===== src/rtl/wsrd_pkg.sv =====
// ----------------------------------------------------------------------------
// wsrd_pkg: shared types and constants of the range dispatcher
// Holds the configuration register indexes, fixed field widths and the
// sequencer state codes.
// ----------------------------------------------------------------------------
`default_nettype none

package wsrd_pkg;

    // Fixed field widths
    localparam int JOB_CNT_W  = 17;
    localparam int PART_CNT_W = 7;
    localparam int REQ_W      = 6;
    localparam int JOB_IDX_W  = 16;
    localparam int CFG_IDX_W  = 1;
    localparam int CFG_DATA_W = 17;

    // Width used for small index compares (queue counts, requester, counters)
    localparam int IDX_CMP_W  = 8;

    // Configuration register indexes
    localparam logic [CFG_IDX_W-1:0] CFG_JOB_COUNT  = 1'b0;
    localparam logic [CFG_IDX_W-1:0] CFG_PART_COUNT = 1'b1;

    // Item modes
    localparam logic MODE_SEED = 1'b0;
    localparam logic MODE_TAKE = 1'b1;

    // Sequencer states
    typedef enum logic [5:0] {
        ST_IDLE  = 6'b000001,
        ST_DIV   = 6'b000010,
        ST_SEED  = 6'b000100,
        ST_OWN   = 6'b001000,
        ST_SCAN  = 6'b010000,
        ST_STEAL = 6'b100000
    } t_state;

endpackage

`default_nettype wire


===== src/rtl/work_stealing_range_dispatcher.sv =====
// ----------------------------------------------------------------------------
// work_stealing_range_dispatcher: job range dispatcher with work stealing
// Seeds per-participant job queues from one range and hands out job indexes,
// popping the requester's own queue or stealing from the fullest peer.
// ----------------------------------------------------------------------------
// A cancelled item or a seed with no jobs gives its result in the cycle after the transfer.
// Seed: the restoring divider runs, then one slice is written a cycle, one per active queue.
// Take from own queue: the own queue is read while idle and popped; a steal scans the active
// peers (one queue read a cycle through the single queue memory read port). One item at a
// time; busy is high while an item is in work. The receiver cannot stall the result.
// Reset (synchronous, active low) clears the active and job counts, result and sequencer and
// sets the participant count to 1; queue memory is not cleared (only seeded queues are read).
// ----------------------------------------------------------------------------
`default_nettype none

module work_stealing_range_dispatcher #(
    parameter int QUEUES   = 64,
    parameter int MAX_JOBS = 65536
) (
    input  wire logic                              i_clk,
    input  wire logic                              i_rst_n,
    // item command channel
    input  wire logic                              start,
    output logic                                   busy,
    input  wire logic                              i_mode,
    input  wire logic [wsrd_pkg::REQ_W-1:0]        i_requester,
    input  wire logic                              i_cancel,
    // result strobe
    output logic                                   o_valid,
    output logic [wsrd_pkg::JOB_IDX_W-1:0]         o_job_index,
    output logic                                   o_granted,
    // configuration write channel
    input  wire logic                              i_cfg_valid,
    output logic                                   o_cfg_ready,
    input  wire logic [wsrd_pkg::CFG_IDX_W-1:0]    i_cfg_index,
    input  wire logic [wsrd_pkg::CFG_DATA_W-1:0]   i_cfg_data
);

    import wsrd_pkg::*;

    // Queue bounds hold values 0..MAX_JOBS
    localparam int QW   = $clog2(MAX_JOBS + 1);
    // Width that holds both the job count register and MAX_JOBS
    localparam int CW   = (QW > JOB_CNT_W) ? QW : JOB_CNT_W;
    // Active queue count 0..QUEUES
    localparam int PW   = $clog2(QUEUES + 1);
    // Queue memory address
    localparam int QIW  = $clog2(QUEUES);
    // Shared counter: divider steps and queue sweeps
    localparam int CNTW = $clog2(((QW > QUEUES) ? QW : QUEUES) + 1);
    localparam int CMPW = IDX_CMP_W;

    typedef struct packed {
        logic [QW-1:0] front;
        logic [QW-1:0] tail;
    } t_entry;

    // ------------------------------------------------------------------
    // Registers
    // ------------------------------------------------------------------
    t_state                 r_state, n_state;
    logic [JOB_CNT_W-1:0]   r_job_count, n_job_count;
    logic [PART_CNT_W-1:0]  r_part_count, n_part_count;
    logic [PW-1:0]          r_active, n_active;

    logic [CNTW-1:0]        r_cnt, n_cnt;       // divider step / queue sweep index
    logic [QW-1:0]          r_quo, n_quo;       // dividend, then quotient (base)
    logic [PW-1:0]          r_rem, n_rem;       // partial remainder
    logic [PW-1:0]          r_div, n_div;       // clamped participant count
    logic [QW-1:0]          r_cursor, n_cursor; // next job index while seeding

    logic [REQ_W-1:0]       r_who, n_who;
    logic                   r_own_ok, n_own_ok;
    logic                   r_pend, n_pend;     // a scan read is in flight
    logic [QIW-1:0]         r_pend_idx, n_pend_idx;
    logic [QW-1:0]          r_best_cnt, n_best_cnt;
    logic [QIW-1:0]         r_best_idx, n_best_idx;
    t_entry                 r_best, n_best;

    logic                   r_out_vld, n_out_vld;
    logic [JOB_IDX_W-1:0]   r_out_job, n_out_job;
    logic                   r_out_grant, n_out_grant;

    // Queue memory: one write port, one registered read port
    t_entry                 r_mem [QUEUES];
    t_entry                 r_rd;
    logic                   w_we;
    logic [QIW-1:0]         w_waddr;
    t_entry                 w_wdata;
    logic [QIW-1:0]         w_raddr;

    // ------------------------------------------------------------------
    // Combinational helpers
    // ------------------------------------------------------------------
    logic                   w_accept;
    logic [CW-1:0]          w_jobs_ext, w_jobs_sat;
    logic [CW-1:0]          w_parts_a, w_parts_b, w_parts_c;
    logic [PW:0]            w_trial, w_diff;
    logic                   w_ge;
    logic [QW-1:0]          w_len;
    logic [QW-1:0]          w_avail;
    logic                   w_issue;

    assign busy        = (r_state != ST_IDLE);
    assign o_cfg_ready = (r_state == ST_IDLE);
    assign w_accept    = start && !busy;

    // Clamp the job count to MAX_JOBS and the participants to 1..QUEUES..jobs
    always_comb begin
        w_jobs_ext = CW'(r_job_count);
        w_jobs_sat = (w_jobs_ext > CW'(MAX_JOBS)) ? CW'(MAX_JOBS) : w_jobs_ext;
        w_parts_a  = (r_part_count == '0) ? CW'(1) : CW'(r_part_count);
        w_parts_b  = (w_parts_a > CW'(QUEUES)) ? CW'(QUEUES) : w_parts_a;
        w_parts_c  = (w_parts_b > w_jobs_sat) ? w_jobs_sat : w_parts_b;
    end

    // Restoring divider step: one quotient bit a cycle
    assign w_trial = {r_rem, r_quo[QW-1]};
    assign w_ge    = (w_trial >= {1'b0, r_div});
    assign w_diff  = w_trial - {1'b0, r_div};

    // Slice length of the queue being seeded
    assign w_len = r_quo + QW'(CMPW'(r_cnt) < CMPW'(r_rem));

    // Jobs left in the queue read back during the scan
    assign w_avail = (r_rd.tail > r_rd.front) ? (r_rd.tail - r_rd.front) : '0;

    assign w_issue = (CMPW'(r_cnt) < CMPW'(r_active));

    // ------------------------------------------------------------------
    // Sequencer
    // ------------------------------------------------------------------
    always_comb begin
        n_state      = r_state;
        n_job_count  = r_job_count;
        n_part_count = r_part_count;
        n_active     = r_active;
        n_cnt        = r_cnt;
        n_quo        = r_quo;
        n_rem        = r_rem;
        n_div        = r_div;
        n_cursor     = r_cursor;
        n_who        = r_who;
        n_own_ok     = r_own_ok;
        n_pend       = r_pend;
        n_pend_idx   = r_pend_idx;
        n_best_cnt   = r_best_cnt;
        n_best_idx   = r_best_idx;
        n_best       = r_best;
        n_out_vld    = 1'b0;
        n_out_job    = '0;
        n_out_grant  = 1'b0;
        w_we         = 1'b0;
        w_waddr      = r_cnt[QIW-1:0];
        w_wdata      = r_rd;
        w_raddr      = r_cnt[QIW-1:0];

        // Configuration transfers, taken while idle
        if (i_cfg_valid && o_cfg_ready) begin
            case (i_cfg_index)
                CFG_JOB_COUNT:  n_job_count  = i_cfg_data[JOB_CNT_W-1:0];
                CFG_PART_COUNT: n_part_count = i_cfg_data[PART_CNT_W-1:0];
                default: ;
            endcase
        end

        case (r_state)
            ST_IDLE: begin
                // Read the requester's queue now, so it is ready next cycle
                w_raddr = i_requester[QIW-1:0];
                if (w_accept) begin
                    n_who    = i_requester;
                    n_own_ok = (CMPW'(i_requester) < CMPW'(r_active));
                    if (i_cancel) begin
                        // Cancelled: grant nothing, leave queues alone
                        n_out_vld = 1'b1;
                    end else if (i_mode == MODE_SEED) begin
                        if (w_parts_c == '0) begin
                            // No jobs: every queue counts as empty
                            n_active  = '0;
                            n_out_vld = 1'b1;
                        end else begin
                            n_quo   = QW'(w_jobs_sat);
                            n_rem   = '0;
                            n_div   = PW'(w_parts_c);
                            n_cnt   = '0;
                            n_state = ST_DIV;
                        end
                    end else begin
                        n_state = ST_OWN;
                    end
                end
            end

            ST_DIV: begin
                n_rem = w_ge ? w_diff[PW-1:0] : w_trial[PW-1:0];
                n_quo = {r_quo[QW-2:0], w_ge};
                if (CMPW'(r_cnt) == CMPW'(QW - 1)) begin
                    n_cnt    = '0;
                    n_cursor = '0;
                    n_state  = ST_SEED;
                end else begin
                    n_cnt = r_cnt + CNTW'(1);
                end
            end

            ST_SEED: begin
                // Write one contiguous slice a cycle
                w_we          = 1'b1;
                w_waddr       = r_cnt[QIW-1:0];
                w_wdata.front = r_cursor;
                w_wdata.tail  = r_cursor + w_len;
                n_cursor      = r_cursor + w_len;
                n_cnt         = r_cnt + CNTW'(1);
                if (CMPW'(r_cnt) + CMPW'(1) == CMPW'(r_div)) begin
                    n_active  = r_div;
                    n_out_vld = 1'b1;
                    n_state   = ST_IDLE;
                end
            end

            ST_OWN: begin
                if (r_own_ok && (r_rd.front < r_rd.tail)) begin
                    // Pop the front of the own queue
                    w_we          = 1'b1;
                    w_waddr       = r_who[QIW-1:0];
                    w_wdata.front = r_rd.front + QW'(1);
                    w_wdata.tail  = r_rd.tail;
                    n_out_vld     = 1'b1;
                    n_out_job     = JOB_IDX_W'(r_rd.front);
                    n_out_grant   = 1'b1;
                    n_state       = ST_IDLE;
                end else begin
                    n_cnt      = '0;
                    n_pend     = 1'b0;
                    n_best_cnt = '0;
                    n_state    = ST_SCAN;
                end
            end

            ST_SCAN: begin
                // Issue one peer read a cycle, compare the one that came back
                w_raddr    = r_cnt[QIW-1:0];
                n_pend     = w_issue;
                n_pend_idx = r_cnt[QIW-1:0];
                if (w_issue) begin
                    n_cnt = r_cnt + CNTW'(1);
                end
                if (r_pend && (CMPW'(r_pend_idx) != CMPW'(r_who))
                        && (w_avail > r_best_cnt)) begin
                    n_best_cnt = w_avail;
                    n_best_idx = r_pend_idx;
                    n_best     = r_rd;
                end
                if (!w_issue && !r_pend) begin
                    n_state = ST_STEAL;
                end
            end

            ST_STEAL: begin
                n_out_vld = 1'b1;
                if (r_best_cnt != '0) begin
                    // Take one job off the tail of the fullest peer
                    w_we          = 1'b1;
                    w_waddr       = r_best_idx;
                    w_wdata.front = r_best.front;
                    w_wdata.tail  = r_best.tail - QW'(1);
                    n_out_job     = JOB_IDX_W'(r_best.tail - QW'(1));
                    n_out_grant   = 1'b1;
                end
                n_state = ST_IDLE;
            end

            default: begin
                n_state = ST_IDLE;
            end
        endcase
    end

    // ------------------------------------------------------------------
    // State registers
    // ------------------------------------------------------------------
    always_ff @(posedge i_clk) begin
        if (!i_rst_n) begin
            r_state      <= ST_IDLE;
            r_job_count  <= '0;
            r_part_count <= PART_CNT_W'(1);
            r_active     <= '0;
            r_pend       <= 1'b0;
            r_out_vld    <= 1'b0;
            r_out_grant  <= 1'b0;
            r_out_job    <= '0;
        end else begin
            r_state      <= n_state;
            r_job_count  <= n_job_count;
            r_part_count <= n_part_count;
            r_active     <= n_active;
            r_pend       <= n_pend;
            r_out_vld    <= n_out_vld;
            r_out_grant  <= n_out_grant;
            r_out_job    <= n_out_job;
        end
    end

    // Datapath registers, no reset needed
    always_ff @(posedge i_clk) begin
        r_cnt      <= n_cnt;
        r_quo      <= n_quo;
        r_rem      <= n_rem;
        r_div      <= n_div;
        r_cursor   <= n_cursor;
        r_who      <= n_who;
        r_own_ok   <= n_own_ok;
        r_pend_idx <= n_pend_idx;
        r_best_cnt <= n_best_cnt;
        r_best_idx <= n_best_idx;
        r_best     <= n_best;
    end

    // Queue memory
    always_ff @(posedge i_clk) begin
        if (w_we) begin
            r_mem[w_waddr] <= w_wdata;
        end
        r_rd <= r_mem[w_raddr];
    end

    assign o_valid     = r_out_vld;
    assign o_job_index = r_out_job;
    assign o_granted   = r_out_grant;

    // ------------------------------------------------------------------
    // Assertions
    // ------------------------------------------------------------------
    a_strobe_when_idle: assert property (@(posedge i_clk) disable iff (!i_rst_n)
        o_valid |-> (r_state == ST_IDLE))
        else $error("result strobe while an item is still in work");

    a_grant_needs_strobe: assert property (@(posedge i_clk) disable iff (!i_rst_n)
        o_granted |-> o_valid)
        else $error("grant flag without result strobe");

    a_accept_progress: assert property (@(posedge i_clk) disable iff (!i_rst_n)
        (start && !busy) |=> (busy || o_valid))
        else $error("accepted item neither in work nor finished");

    a_active_range: assert property (@(posedge i_clk) disable iff (!i_rst_n)
        CMPW'(r_active) <= CMPW'(QUEUES))
        else $error("active queue count above queue capacity");

    a_scan_bound: assert property (@(posedge i_clk) disable iff (!i_rst_n)
        (r_state == ST_SCAN) |-> (CMPW'(r_cnt) <= CMPW'(r_active)))
        else $error("peer scan ran past the active queues");

endmodule

`default_nettype wire


===== config.mk =====
export PLATFORM = sky130hd
export DESIGN_NAME = work_stealing_range_dispatcher
export DESIGN_NICKNAME = d
export VERILOG_FILES = /design/src/rtl/wsrd_pkg.sv /design/src/rtl/work_stealing_range_dispatcher.sv
export SDC_FILE = /design/constraint.sdc
export NUM_CORES = 2
export LEC_CHECK = 0
export BUFFER_PORTS_ARGS = -buffer_cell sky130_fd_sc_hd__buf_2
export CAP_MARGIN = 20
export CORE_MARGIN = 1.5
export CORE_UTILIZATION = 45
export CTS_CLUSTER_SIZE = 24
export DETAILED_ROUTE_END_ITERATION = 10
export HOLD_SLACK_MARGIN = 0.05
export PLACE_DENSITY = 0.59
export REMOVE_ABC_BUFFERS = 1
export SETUP_SLACK_MARGIN = 0.3
export SKIP_CTS_REPAIR_TIMING = 1
export SYNTH_ARGS = -nofsm -noshare
export SYNTH_HDL_FRONTEND = slang
export SYNTH_SLANG_ARGS = --single-unit

===== constraint.sdc =====
create_clock -name i_clk -period 8.3 [get_ports i_clk]
set_input_delay 0.83 -clock i_clk [delete_from_list [all_inputs] [get_ports i_clk]]
set_output_delay 0.83 -clock i_clk [all_outputs]
set_load 0.005 [all_outputs]

==> results.sh <==
export IMPL_status="complete, no violations"
export IMPL_drive_gt1_share_pct=10.7
export IMPL_clock_sinks=2391
export IMPL_crit_buf_inv=1
export IMPL_dieArea_um2=217000
export IMPL_combPwrFrac_pct=38.9
export IMPL_min_from="i_cfg_data[7]"
export IMPL_synth_area_um2=96600
export IMPL_fin_area_um2=109000
export IMPL_worstMarginPinSlew_ns=1.25
export IMPL_portBuffers=49
export IMPL_p_leak_uw=0.0364
export IMPL_synth_edf_count=2301
export IMPL_postRouteAntennaNets=0
export IMPL_synth_xor_area_share_pct=0.517
export IMPL_final_core_util_pct=51.1
export IMPL_hp_class="input pin to flip-flop"
export IMPL_drt_first_pass_iters=6
export IMPL_max_stage_delay_ns=0.79
export IMPL_syn_avg_cell_area_um2=13.5
export IMPL_p_clk_share_pct=24.5
export IMPL_drt_iter0_drc=8300
export IMPL_sw_frac_of_total_pct=40.7
export IMPL_setup_violations=0
export IMPL_ys_ff_latch=2391
export IMPL_synth_compound_area_share_pct=6.04
export IMPL_synthSimpleGateAreaFrac_pct=13.9
export IMPL_drc_errors=0
export IMPL_finalClockSkew_ns=0.0410
export IMPL_viasPerCell=6.05
export IMPL_ys_flop_type="edfxtp_1"
export IMPL_seq_area_frac_synth_pct=73.4
export IMPL_die_h_um=466
export IMPL_drv_cap=0
export IMPL_ctsHtreeMaxLevel=4
export IMPL_crit_path_start_kind="flip-flop"
export IMPL_worst_path_dominant_cell_family="simple AND/OR/NAND/NOR gates"
export IMPL_crit_path_top_delay_cell="a211oi_1"
export IMPL_clk_pin_slew_ns=0.06
export IMPL_yosysMostFrequentCell="edfxtp_1"
export IMPL_grt_pass1_vias=58800
export IMPL_grt_max_degree=142
export IMPL_cts_path_max_buffers=3
export IMPL_synth_area_leaders="edfxtp_1 72%, nand2_1 7.1%, nand3_1 3.3%"
export IMPL_hpwl_mm=174
export IMPL_synth_mux_area_share_pct=2.71
export IMPL_rows=169
export IMPL_clock_latency_ns=0.89
export IMPL_cts_tree="yes"
export IMPL_antenna_found_initial=20
export IMPL_die_x_um=466
export IMPL_synth_top_area_cell="edfxtp_1"
export IMPL_ios=50
export IMPL_fmax_mhz=167
export IMPL_syn_inst=7134
export IMPL_synthAdderAreaFrac_pct=1.18
export IMPL_grt_setup_unrepaired="false"
export IMPL_nets=7346
export IMPL_place_gp_congestion=0.933
export IMPL_cp_required_ns=8.80
export IMPL_placed_cell_area_um2=101000
export IMPL_p_sw_uw=17200
export IMPL_synth_cell_type_count=91
export IMPL_synth_top_area_share_pct=71.6
export IMPL_p_int_uw=25100
export IMPL_yosysWarnings=0
export IMPL_syn2layout_area_growth_pct=12.5
export IMPL_r2r_start="r_state[1]"
export IMPL_p_per_area_nw_per_um2=390
export IMPL_grt_overflow=0
export IMPL_relSlewSlack_pct=16.2
export IMPL_stdcell_count=10300
export IMPL_tns_ns=0
export IMPL_synthArstFlopShare_pct=0
export IMPL_end_kind="flip-flop"
export IMPL_min_period_over_period_pct=72.4
export IMPL_path_max_fanout=23
export IMPL_crit_path_start="r_state[1]"
export IMPL_path_class="flip-flop to flip-flop"
export IMPL_crit_chain="nor4_4, nand3b_1, nor3_1, or4_1, o211ai_1, a211oi_1, nand2_1, nor2_4, buf_4"
export IMPL_seqPwrFrac_pct=36.6
export IMPL_via_count=62000
export IMPL_report_final_slew_viol_count=0
export IMPL_worstPathArrival_ns=6.51
export IMPL_core_area_um2=213000
export IMPL_grt_usage_pct=26.8
export IMPL_synth_top_family_by_area="simple AND/OR/NAND/NOR gates"
export IMPL_synth_common_cells="2301 x edfxtp_1, 1829 x nand2_1, 631 x nand3_1"
export IMPL_min_period_ns=6.01
export IMPL_cts_buffers=233
export IMPL_max_vdd_ir_drop_mv=0.333
export IMPL_grt_pass1_wl_mm=424
export IMPL_wl_per_cell_um=28.9
export IMPL_drt_wl_total_mm=297
export IMPL_root_buffer="clkbuf_16"
export IMPL_timing_hold_violations_final=0
export IMPL_place_inst=9800
export IMPL_initial_utilization_pct=45.4
power groups by stage:
stage          registers (µW)  logic [µW]  clock network (µW)
2_1_floorplan           15700        9960                   0
3_3_place_gp            15800       15900                   0
3_5_place_dp            15800       16100                   0
4_1_cts                 15500       16100               10500
5_1_grt                 15500       17400               10900
6_report                15500       16500               10400
per-stage QoR:
stage | setup WS [ns] | hold WS, ns | total power (µW)
detailed placement | 2.26 | 0.453 | 31800
global placement | 2.21 | 0.442 | 31700
global route | 1.94 | 0.176 | 43900
finish | 2.29 | 0.188 | 42400
CTS | 2.22 | 0.131 | 42100
floorplan | -10.19 | 0.431 | 25700
worst reg2reg max path, delay by kind of cell (launching register included):
kind | cells | cell delay, ns
buffers and inverters | 1 | 0.57
DFF | 1 | 0.40
and+or+nand+nor | 6 | 3.70
AOI/OAI and AO/OA | 2 | 0.93
sequential cells by signal (all words and copies together) (netlist names), 16 cells and up:
name / cells
r_mem: 2176
r_best: 34
r_rd: 34
r_best_cnt: 17
r_cursor: 17
r_job_count: 17
r_quo: 17
o_job_index: 16
cells by family (layout without fill, tap and decap cells):
family	count (synthesis)	in the layout
AND/OR/NAND/NOR	3058	3058
other	0	8
flip-flops	2391	2391
multiplexers	207	207
XOR/XNOR	57	57
buffers and inverters	483	776
adder cells (fa/ha/maj)	89	89
AO/OA/AOI/OAI	849	849
cell type report:
type | instances | area, µm²
Fill cell | 18000 | 104000
Sequential cell | 2391 | 70900
Multi-Input combinational cell | 4260 | 24300
Clock buffer | 299 | 6160
Tap cell | 2821 | 3530
Timing Repair Buffer | 261 | 2220
Clock inverter | 136 | 1240
Inverter | 80 | 300
Antenna cell | 8 | 20.0
per-layer routing:
metal  vias to the layer above  routed length (µm)  track usage [%]
li1                      26900                   -                -
met2                      3079              137000             41.7
met5                         -                  36                0
met3                       403               26800             4.18
met1                     31600              125000             39.2
met4                         6                8170             7.56
worst paths after layout:
kind                          to  slack, ns  cells after the start
setup / recovery   r_mem[19][25]       2.29                      9
hold / removal    r_job_count[7]       0.19                      3
setup reg to reg   r_mem[19][25]       2.29                      9
hold reg to reg       r_best[16]       0.48                      0
layout by cell type, fill, tap and decap left out, drive strengths merged, types with 90 or more instances in the layout:
| cell type | n |
|---|---|
| nand3 | 632 |
| nand4 | 163 |
| a31oi | 187 |
| clkinv | 103 |
| edfxtp | 2301 |
| nor2 | 168 |
| a32oi | 100 |
| buf | 259 |
| dfxtp | 90 |
| mux2i | 159 |
| o21ai | 95 |
| clkbuf | 301 |
| a21oi | 188 |
| nand2 | 1836 |
(Power assumes the default switching activity.)
